### config.mk
export PLATFORM = sky130hd
export DESIGN_NAME = sa_cordic
export DESIGN_NICKNAME = d
export VERILOG_FILES = /design/src/hdl/assert_macros.svh /design/src/hdl/sa_pkg.sv /design/src/hdl/sa_cordic.sv
export SDC_FILE = /design/constraint.sdc
export NUM_CORES = 1
export LEC_CHECK = 0
export BUFFER_PORTS_ARGS = -buffer_cell sky130_fd_sc_hd__buf_4
export CORE_MARGIN = 1
export CORE_UTILIZATION = 44
export DETAILED_ROUTE_END_ITERATION = 8
export GPL_TIMING_DRIVEN = 0
export SLEW_MARGIN = 20
export SYNTH_ARGS = -nofsm -noshare
export SYNTH_HDL_FRONTEND = slang
export SYNTH_SLANG_ARGS = --single-unit
### constraint.sdc
create_clock -name clk -period 8 [get_ports clk]
set_input_delay 1.6 -clock clk [delete_from_list [all_inputs] [get_ports clk]]
set_output_delay 1.6 -clock clk [all_outputs]
set_load 0.05 [all_outputs]
### src/hdl/assert_macros.svh
// Assertion macros shared by the orbit generator RTL.
`ifndef ASSERT_MACROS_SVH
`define ASSERT_MACROS_SVH

// Same-cycle implication, checked at every rising edge outside reset.
`define SA_ASSERT_IMP(label, clk, rst_n, ante, cons) \
	label: assert property (@(posedge clk) disable iff (!(rst_n)) (ante) |-> (cons)) \
		else $error("orbit generator: implication check failed");

// Next-cycle implication.
`define SA_ASSERT_NEXT(label, clk, rst_n, ante, cons) \
	label: assert property (@(posedge clk) disable iff (!(rst_n)) (ante) |=> (cons)) \
		else $error("orbit generator: next-cycle check failed");

`endif

### src/hdl/sa_pkg.sv
// ---------------------------------------------------------------------------
// sa_pkg
// Types, constants and fixed-point helpers for the orbit pixel generator.
// ---------------------------------------------------------------------------
package sa_pkg;

	localparam int FRAC_BITS = 29;

	localparam logic signed [33:0] PI_Q29      = 34'sd1686629713;
	localparam logic signed [33:0] TWO_PI_Q29  = 34'sd3373259426;
	localparam logic signed [33:0] HALF_PI_Q29 = 34'sd843314857;
	localparam logic signed [33:0] GAIN_Q30    = 34'sd652032874;
	localparam logic signed [33:0] ONE_Q29     = 34'sd536870912;
	localparam logic [16:0]        COUNT_MAX   = 17'h1FFFF;

	typedef enum logic [3:0] {
		ST_IDLE,
		ST_MUL_XX,
		ST_MUL_YY,
		ST_MUL_XY,
		ST_ARG,
		ST_ROT,
		ST_PIX_X,
		ST_PIX_Y,
		ST_FIN
	} state_t;

	typedef enum logic [2:0] {
		REG_PARAM_A   = 3'd0,
		REG_PARAM_B   = 3'd1,
		REG_X_EDGE    = 3'd2,
		REG_Y_EDGE    = 3'd3,
		REG_X_SCALE   = 3'd4,
		REG_Y_SCALE   = 3'd5,
		REG_WARMUP    = 3'd6
	} cfg_reg_t;

	typedef struct packed {
		logic                load;
		logic signed [33:0]  arg;
	} cordic_ctrl_t;

	typedef struct packed {
		logic                busy;
		logic                neg;
		logic signed [33:0]  vx;
		logic signed [33:0]  vy;
	} cordic_stat_t;

	typedef struct packed {
		logic signed [33:0] z;
		logic               neg;
	} reduced_t;

	function automatic logic signed [33:0] atan_q29(input logic [4:0] idx);
		logic signed [33:0] r;
		unique case (idx)
			5'd0:  r = 34'sd421657428;
			5'd1:  r = 34'sd248918915;
			5'd2:  r = 34'sd131521918;
			5'd3:  r = 34'sd66762579;
			5'd4:  r = 34'sd33510843;
			5'd5:  r = 34'sd16771758;
			5'd6:  r = 34'sd8387925;
			5'd7:  r = 34'sd4194219;
			5'd8:  r = 34'sd2097141;
			5'd9:  r = 34'sd1048575;
			5'd10: r = 34'sd524288;
			5'd11: r = 34'sd262144;
			5'd12: r = 34'sd131072;
			5'd13: r = 34'sd65536;
			5'd14: r = 34'sd32768;
			5'd15: r = 34'sd16384;
			5'd16: r = 34'sd8192;
			5'd17: r = 34'sd4096;
			5'd18: r = 34'sd2048;
			5'd19: r = 34'sd1024;
			5'd20: r = 34'sd512;
			5'd21: r = 34'sd256;
			5'd22: r = 34'sd128;
			5'd23: r = 34'sd64;
			5'd24: r = 34'sd32;
			5'd25: r = 34'sd16;
			5'd26: r = 34'sd8;
			5'd27: r = 34'sd4;
			5'd28: r = 34'sd2;
			5'd29: r = 34'sd1;
			default: r = '0;
		endcase
		return r;
	endfunction

	// The argument is always smaller than 2*pi in magnitude, so one wrap
	// brings it into [-pi, pi]; the fold by pi then reaches [-pi/2, pi/2].
	function automatic reduced_t reduce_arg(input logic signed [33:0] arg);
		reduced_t r;
		r.z   = arg;
		r.neg = 1'b0;
		if (r.z > PI_Q29) begin
			r.z = r.z - TWO_PI_Q29;
		end else if (r.z < -PI_Q29) begin
			r.z = r.z + TWO_PI_Q29;
		end
		if (r.z > HALF_PI_Q29) begin
			r.z   = r.z - PI_Q29;
			r.neg = 1'b1;
		end else if (r.z < -HALF_PI_Q29) begin
			r.z   = r.z + PI_Q29;
			r.neg = 1'b1;
		end
		return r;
	endfunction

	// Round half up from Q30 to Q29, apply the fold sign and clamp to [-1, 1].
	function automatic logic signed [30:0] to_frac(input logic signed [33:0] q30,
			input logic neg);
		logic signed [33:0] r;
		r = (q30 + 34'sd1) >>> 1;
		if (neg) begin
			r = -r;
		end
		if (r > ONE_Q29) begin
			r = ONE_Q29;
		end
		if (r < -ONE_Q29) begin
			r = -ONE_Q29;
		end
		return r[30:0];
	endfunction

endpackage

### src/hdl/sa_cordic.sv
// ---------------------------------------------------------------------------
// sa_cordic
// Rotation-mode CORDIC, one round per cycle, sine in vy and cosine in vx.
// ---------------------------------------------------------------------------
module sa_cordic #(
	parameter int CORDIC_ROUNDS = 24
) (
	input  logic                 clk,
	input  logic                 arst_n,
	input  sa_pkg::cordic_ctrl_t ctrl,
	output sa_pkg::cordic_stat_t stat
);

	localparam int RW = (CORDIC_ROUNDS > 1) ? $clog2(CORDIC_ROUNDS) : 1;
	localparam logic [RW-1:0] LAST = RW'(CORDIC_ROUNDS - 1);

	logic              busy_q;
	logic [RW-1:0]     round_q;
	logic signed [33:0] vx_q, vy_q, z_q;
	logic              neg_q;
	sa_pkg::reduced_t  red;
	logic signed [33:0] dx, dy, ang;

	assign red = sa_pkg::reduce_arg(ctrl.arg);
	assign dx  = vy_q >>> round_q;
	assign dy  = vx_q >>> round_q;
	assign ang = sa_pkg::atan_q29(5'(round_q));

	always_ff @(posedge clk or negedge arst_n) begin
		if (!arst_n) begin
			busy_q  <= 1'b0;
			round_q <= '0;
		end else if (ctrl.load) begin
			busy_q  <= 1'b1;
			round_q <= '0;
		end else if (busy_q) begin
			if (round_q == LAST) begin
				busy_q <= 1'b0;
			end
			round_q <= round_q + RW'(1);
		end
	end

	always_ff @(posedge clk) begin
		if (ctrl.load) begin
			vx_q  <= sa_pkg::GAIN_Q30;
			vy_q  <= '0;
			z_q   <= red.z;
			neg_q <= red.neg;
		end else if (busy_q) begin
			if (z_q >= 0) begin
				vx_q <= vx_q - dx;
				vy_q <= vy_q + dy;
				z_q  <= z_q - ang;
			end else begin
				vx_q <= vx_q + dx;
				vy_q <= vy_q - dy;
				z_q  <= z_q + ang;
			end
		end
	end

	assign stat.busy = busy_q;
	assign stat.neg  = neg_q;
	assign stat.vx   = vx_q;
	assign stat.vy   = vy_q;

endmodule

# After elaboration in Yosys (flattened, before gate mapping)
# Memory sizes are Yosys's and may differ from the RTL's.
# Cells that the tools add are included.
# Widths: inputs -> output; s select.
# totals
input_bits	37
rom_bits	928
regBits	109
elab_cells	41
latch_bits	0
ram_bits	0
mem_count	1
# classes
shifts	2
bitwise_logic	0
n_eq_ne	1
addsub	11
n_mul	0
n_reduce_logical	1
muxes	14
div_mod_pow	0
magnitude_cmp	5
# mem_list
memory	depth	width	read_ports	rd_clocked_by_memory_dff	write_ports	line_no	rtl
(no name shown)	32	29	1	0	0	sa_pkg.sv:57	unique case (idx)
# op_table
op	count
$mux 34	7
$add 34x34->34	3
$sub 34x34->34	3
$mux 35	2
$sshr 34x5->34	2
$add 34x32->34 const B	1
$add 34x33->34 const B	1
$ge 34x1->1 const B	1
$gt 34x31->1 const B	1
$gt 34x32->1 const B	1
$lt 34x31->1 const B	1
$lt 34x32->1 const B	1
$sub 34x32->34 const B	1
$sub 34x33->34 const B	1
$mux 5	2
$add 5x1->5 const B	1
$eq 5x5->1 const B	1
$mux 1	3
$reduce_bool 2->1	1

# Depth between registers and ports, before layout
# Gate-level depths: netlist of the first run.
# depth
ltp_word	7
ltp_mapped	35

# Worst setup path before layout of the first run
# OpenSTA, ideal clock, no wires.
# synth_timing
path_type	register -> register
from	register round_q[1]
to	register vx_q[33]
path_stages_with_launch	28
period_less_slack_ps	6840
setup_slack_ps	1160
arrival_time_ps	6712
path_cell_list	dfrtp_1 > buf_2 > buf_1 > clkbuf_1 > clkbuf_1 > mux4_2 > o211a_1 > a2111oi_0 > o21ai_0 > or4b_1 > nand2b_1 > nor2_1 > nand3_1 > o41ai_1 > xnor2_1 > o21ai_1 > ha_1 > or3_1 > a211oi_1 > o311ai_0 > a31o_2 > a21o_1 > a21o_1 > a21oi_1 > xnor2_1 > nand2_1 > xnor2_1 > nor2_1
# synth_via
elab_chain_len	3
word_cells_on_any_way	4
# synth_lines
element	line_no	rtl
start: declaration	sa_cordic.sv:18	logic [RW-1:0] round_q;
start signal: assignment	sa_cordic.sv:40	round_q <= round_q + RW'(1);
$sshr 34x5->34 *	sa_cordic.sv:25	assign dx = vy_q >>> round_q;
$add 34x34->34 / $sub 34x34->34 (equally long branches)	sa_cordic.sv:56, sa_cordic.sv:52	
$mux 34 *	sa_cordic.sv:51	if (z_q >= 0) begin
end signal: assignment	sa_cordic.sv:46	vx_q <= sa_pkg::GAIN_Q30;
end signal: assignment	sa_cordic.sv:52	vx_q <= vx_q - dx;
end signal: assignment	sa_cordic.sv:56	vx_q <= vx_q + dx;
end: declaration	sa_cordic.sv:19	logic signed [33:0] vx_q, vy_q, z_q;
# Mark *: on every way between the ends. The rest lies on a longest branch, timed or not.
# A chain may end at the register's enable or synchronous reset.

# Final worst setup path of the first run
# layout_timing
from	register round_q[1]
to	register vx_q[32]
# Same word-level chain as after synthesis.

==> reports/metrics.yaml, run 1 <==
finClkSkew_ps: 29.7
cts_tree: "yes"
fmax_ghz: 0.130
switching_share_pct: 54.6
cts_num_sinks: 109
min_path_type: "reg -> reg"
fp.dieW_um: 207
setup-tns-final_ps: 0
crit_path_max_incr_delay_ps: 650
start_util_pct: 45.0
yosysMostFrequentCell: "nor2_1"
drtIter0Drc: 1735
arrival_ps: 7970
routed_wl_um: 77100
power_frac_comb_pct: 83.2
layout_setup_ws_ps: 315
area_growth_pct: 9.87
grt_pass1_wl_um: 117000
num_vias: 19600
ys_types: 101
clkTransAtPathRegs_ps: 90
gr-total-overflow: 0
seqPwrFrac_pct: 12.2
timing.rr.end: "vx_q[32]"
synth_nets: 2509
min_to: "vy_q[2]"
synth_area_leader_cell: "mux4_2"
core_um2: 41100
max_cap_viol_count: 0
core.rowCount: 74
syn_inst: 2353
grt_use_total_pct: 35.5
grt_max_degree: 35
synthesis.area_um2: 18500
num_io_pins: 107
drv_slew: 0
dpl_cell_area_um2: 19900
yosysWarnings: 0
reg2reg_depth: 28
synth_area_leaders: "mux4_2 (12%), ha_1 (7.8%), xnor2_1 (7.6%)"
finalNetCount: 2615
start_kind: "flop"
worst_pin_slew_ps: 1090
wl_per_cell_um: 25.7
outcome: "complete, but fails checks"
cts_buffers: 9
violations: "design-rule violations"
cts_root_buffer: "clkbuf_16"
synth_seq_cells: 109
r2r_setup_slack_ps: 310
synth_common_cells: "nor2_1 (228), nand2_1 (222), a21oi_1 (184)"
synth-async-reset-ratio_pct: 5.50
max-vdd-ir-drop_mv: 0.258
worstHoldStart: "vy_q[2]"
finalSetupViolCount: 0
cp_slowest_cell: "a2111oi_1"
period_minus_slack_ps: 7690
viasPerCell: 6.54
clkPwrFrac_pct: 4.6
antenna_found_initial: 2
end_kind: "flop"
cts_setup_buffers: 0
period_share_pct: 96.1
crit_path_max_fanout: 19
clk_path_buf_depth: 2
p_sw_mw: 5.80
grt_pass1_vias: 18700
critical_path_class: "reg -> reg"
drive_gt1_share_pct: 14.4
die_y_um: 207
dieArea_um2: 42900
numPortBuffers: 96
avgSynthCellArea_um2: 7.86
slew_headroom_pct: 27.2
whs_path_depth: 2
p_int_mw: 4.83
insertion_delay_ps: 420
p_per_area_nw_per_um2: 523
crit_top_cell: "a21oi_1"
dp.final_hpwl_um: 61600
seq_area_frac_synth_pct: 13.8
htreeDepth: 3
post-route-util_pct: 49.5
rsz0062_at_grt: "false"
critPathRequiredTime_ps: 8290
finalHoldViolCount: 0
gp_congestion: 1.02
synth_top_area_share_pct: 12.0
postLayoutCellArea_um2: 20300
diodes: 0
route.detailed.drc: 4
dr.pass1.iters: 8
synth_edf_count: 35
antenna_left: 0
pre_cts_slack_ps: -979
ys.flop_type: "dfxtp_1"
r2r_start: "round_q[1]"
static-leakage-power_nw: 8.37
-- repair_timing --
action	CTS	global route
pin swaps	0	0
hold buffers	0	0
resized for setup	27	57
endpoints found under the setup margin	30	18
-- flip-flops by register name (all words and copies together) (netlist names) --
signal / count
neg_q: 1
busy_q: 1
z_q: 34
vy_q: 34
vx_q: 34
round_q: 5
-- layout by cell type (no fill, tap or decap), types with 13 or more instances in the layout --
cell type / n
xor2_1: 78
o31ai_1: 31
a21oi_1: 183
nor3_1: 46
o21ai_0: 148
nor2_1: 227
o21a_1: 21
nor2b_1: 17
nand4_1: 21
dfxtp_1: 68
edfxtp_1: 35
buf_1: 15
a22oi_1: 14
mux4_2: 99
mux2i_1: 55
or3_1: 13
mux2_2: 15
clkbuf_2: 23
ha_1: 116
clkbuf_1: 80
buf_4: 103
and2_1: 21
and3_1: 18
a22o_1: 13
nand2b_1: 21
a31oi_1: 20
o21ai_1: 23
o21bai_1: 18
a21o_1: 48
o211ai_1: 25
a211oi_1: 18
buf_2: 20
xnor2_1: 160
inv_1: 80
nor4_1: 13
or2_2: 15
a21boi_0: 15
o22ai_1: 13
nand3_1: 57
nand2_1: 222
-- worst max-delay path by stage --
stage	cells after the start	endpoint	slack, ps	from
floorplan	27	vx_q[33]	1160	round_q[1]
global placement	32	z_q[32]	-1040	round_q[3]
detailed placement	35	z_q[32]	-980	round_q[3]
CTS	30	z_q[32]	20	round_q[3]
global route	32	z_q[32]	10	round_q[2]
finish	28	vx_q[32]	310	round_q[1]
-- logic make-up (layout without fill, tap and decap cells) --
| group | after synthesis | count (layout) | synth area share (%) |
|---|---|---|---|
| buffers and inverters | 240 | 351 | 5.18 |
| adder cells (fa/ha/maj) | 119 | 119 | 8.17 |
| multiplexers | 174 | 174 | 16.2 |
| AO/OA/AOI/OAI | 723 | 723 | 25.9 |
| XOR/XNOR | 241 | 241 | 11.5 |
| AND/OR/NAND/NOR | 747 | 747 | 19.2 |
| flip-flops | 109 | 109 | 13.8 |
-- through the flow --
step / power, mW / hold WS (ps) / instances
floorplan: 7.81 / 701 / 2353
global placement: 9.81 / 566 / 2981
detailed placement: 9.91 / 578 / 2981
CTS: 10.5 / 589 / 2996
global route: 11.5 / 602 / 2996
finish: 10.6 / 588 / 2996
-- metal layers --
metal	part of all wire (%)	track usage [%]	vias up
li1	-	-	9010
met1	41	45.4	9650
met2	47	59.0	802
met3	6.8	5.35	143
met4	4.6	16.4	0
met5	0	0	-
-- final cells by class --
| cell class | instances | area [um2] |
|---|---|---|
| clock buffers | 11 | 243 |
| multi-input cells | 2004 | 15100 |
| inverters | 84 | 318 |
| plain buffers | 155 | 718 |
| flip-flops and latches | 109 | 2560 |
| well taps | 532 | 666 |
| fillers | 4167 | 20800 |
| repair buffers | 96 | 721 |
| clock inverters | 5 | 40.0 |
-- critical path: cells and delay by family, from the launching register on --
family          cells  cell delay, ps
buf+inv             4            1240
compound gates     15            3730
flops               1             580
mux                 1             410
simple gates        6             970
xor+xnor            1             250
fa+ha+maj           1             340
-- power groups by stage --
stage	clock network, mW	logic, mW	registers [mW]
after floorplan	0	6.22	1.59
after global placement	0	8.53	1.28
after detailed placement	0	8.62	1.29
after CTS	0.498	8.69	1.28
after global routing	0.517	9.67	1.32
final	0.491	8.85	1.30
Power figures use the tool's default switching activity.
==> inputs of run 2 (changes only) <==
Settings changed: REMOVE_ABC_BUFFERS set to 1.
==> run 2 against run 1 <==
Effect of this change:
- sequential share of layout area is 0.31 points higher
- setup slack improved by 310 ps
- fmax grew 4.2%
- largest power group unchanged
- register-to-register slack gained 310 ps
- power fell by 4.0%
- hold slack got worse by 79 ps
- die area unchanged
- via count shrank 6.1%
- highest routed layer unchanged
- the flow still finishes with violations (design-rule violations)
- global-route usage fell by 7.9 points
- routed wire length decreased by 23%
- cell count is 4.3% lower
==> reports/metrics.yaml, run 2 (synthesized netlist as in run 1, its figures left out) <==
pre_cts_slack_ps: 64.4  # +1040 ps
worst_pin_slew_ps: 1140  # +53.9 ps
final_common_cell: "nor2_1"
reg.largest.list: "vx_q x34, vy_q x34, z_q x34"
final_cell_mix: "nor2_1 (226), nand2_1 (222), a21oi_1 (184)"
insertion_delay_ps: 410  # about the same
fp.dieW_um: 207  # unchanged
arrival_ps: 7620  # -350 ps
finalHoldViolCount: 0  # unchanged
finClkSkew_ps: 16.5  # -13.3 ps
fmax_ghz: 0.136  # +4.2%
cts_buffers: 9  # unchanged
critical_path_class: "reg -> reg"
max_cap_viol_count: 0  # unchanged
wl_per_cell_um: 20.8  # -19%
routed_wl_um: 59500  # -23%
rsz0062_at_grt: "false"
dieArea_um2: 42900  # unchanged
numPortBuffers: 106  # +10%
viasPerCell: 6.42  # -1.9%
num_vias: 18400  # -6.1%
violations: "design-rule violations"
core_um2: 41100  # unchanged
seqCellArea_um2: 2580  # +0.73%
drtIter0Drc: 1539  # -11%
htreeDepth: 3  # unchanged
cts_tree: "yes"
outcome: "complete, but fails checks"
layout_setup_ws_ps: 627  # +312 ps
p_per_area_nw_per_um2: 511  # -2.4%
num_io_pins: 107  # unchanged
whs_path_depth: 2  # unchanged
multi_input_area_um2: 15000  # -0.27%
crit_path_max_fanout: 34  # +15
grt_use_total_pct: 27.6  # -7.9 points
gp_congestion: 0.973  # -5.0%
start_kind: "flop"
static-leakage-power_nw: 8.20  # -2.0%
finalSetupViolCount: 0  # unchanged
grt_pass1_vias: 17400  # -7.2%
clk_path_buf_depth: 2  # unchanged
cts_num_sinks: 109  # unchanged
core.rowCount: 74  # unchanged
slew_headroom_pct: 23.7  # -3.4 points
gr-total-overflow: 0  # unchanged
diodes: 0  # unchanged
end_kind: "flop"
antenna_found_initial: 0  # -2
drive_gt1_share_pct: 13.8  # -0.58 points
postLayoutCellArea_um2: 20000  # -1.7%
cts_root_buffer: "clkbuf_16"
max-vdd-ir-drop_mv: 0.184  # -29%
reg2reg_depth: 25  # -11%
clkTransAtPathRegs_ps: 90  # about the same
ctsHoldBuffers: 0  # unchanged
period_share_pct: 92.2  # -3.9 points
min_path_type: "reg -> reg"
die_y_um: 207  # unchanged
antenna_left: 0  # unchanged
dr.pass1.iters: 7  # -1
grt_max_degree: 84  # +140%
dpl_cell_area_um2: 19600  # -1.3%
finalNetCount: 2487  # -4.9%
dp.final_hpwl_um: 45500  # -26%
area_growth_pct: 7.99
period_minus_slack_ps: 7370  # -312 ps
route.detailed.drc: 7  # +3
start_util_pct: 45.0  # unchanged
drv_slew: 0  # unchanged
grt_pass1_wl_um: 95700  # -18%
critPathRequiredTime_ps: 8250  # -40 ps
fill_cells: 4079  # -2.1%
==> run 2: path summary, 6_finish.rpt <==
kind	start	to	slack, ps
max	round_q[0]	vx_q[33]	630
min	vx_q[0]	vx_q[0]	510
max reg2reg	round_q[0]	vx_q[33]	630
min reg2reg	vx_q[0]	vx_q[0]	510
max in group asynchronous	arst_n	round_q[0]	6860
min in group asynchronous	arst_n	round_q[3]	1000
==> run 2: final cells by class <==
class                   instances  share of cell area, %
multi-input cells            2004                   75.2
flip-flops and latches        109                   12.9
repair buffers                123                   5.48
well taps                     532                   3.33
inverters                      84                   1.62
clock buffers                  10                   1.25
clock inverters                 6                  0.225
==> run 2: where the power goes <==
part | switching, mW | total [mW] | internal (mW)
sequential | 0.419 | 1.32 | 0.901
combinational | 4.72 | 8.41 | 3.69
clock | 0.247 | 0.479 | 0.232
==> run 2: per-layer routing <==
layer / part of all wire (%) / vias to the layer above / routed length, um / global-route usage [%]
li1: - / 8750 / - / -
met1: 43 / 8877 / 25800 / 36.0
met2: 47 / 677 / 28000 / 46.2
met3: 6.4 / 107 / 3800 / 3.32
met4: 3.4 / 0 / 2000 / 11.5
met5: 0 / - / 0 / 0
==> run 2: critical path, cell delays in order (launching register included) <==
cell and delay [ps]:
dfrtp_4 470, buf_16 250, buf_12 250, mux4_2 630
mux4_2 550, a2111oi_1 470, o21ai_0 220, or4b_1 530
nand2b_1 180, nor2_1 190, nand3_1 220, o41ai_2 500
xnor2_1 160, o21ai_1 80, ha_1 240, or3_1 410
a211oi_2 330, o311ai_0 230, a31o_2 290, a21o_1 200
a21o_1 180, a21oi_1 170, xnor2_1 130, nand2_1 80
xnor2_1 140, nor2_1 50
==> run 2: metrics by stage <==
stage	TNS [ps]	utilization [%]	power [mW]	std cells	hold WS [ps]
after floorplan	-1540	-	7.76	2197	703
after global routing	0	48.6	11.2	2868	538
after CTS	0	48.5	10.1	2865	513
after global placement	-108280	47.0	9.47	2835	501
after detailed placement	0	47.8	9.59	2849	504
final	0	48.6	10.2	2868	508
==> run 2: timing repair <==
item / in CTS / in global routing
endpoints found under the setup margin: 0 / 8
buffers inserted: 0 / 3
gates resized for setup: 0 / 4
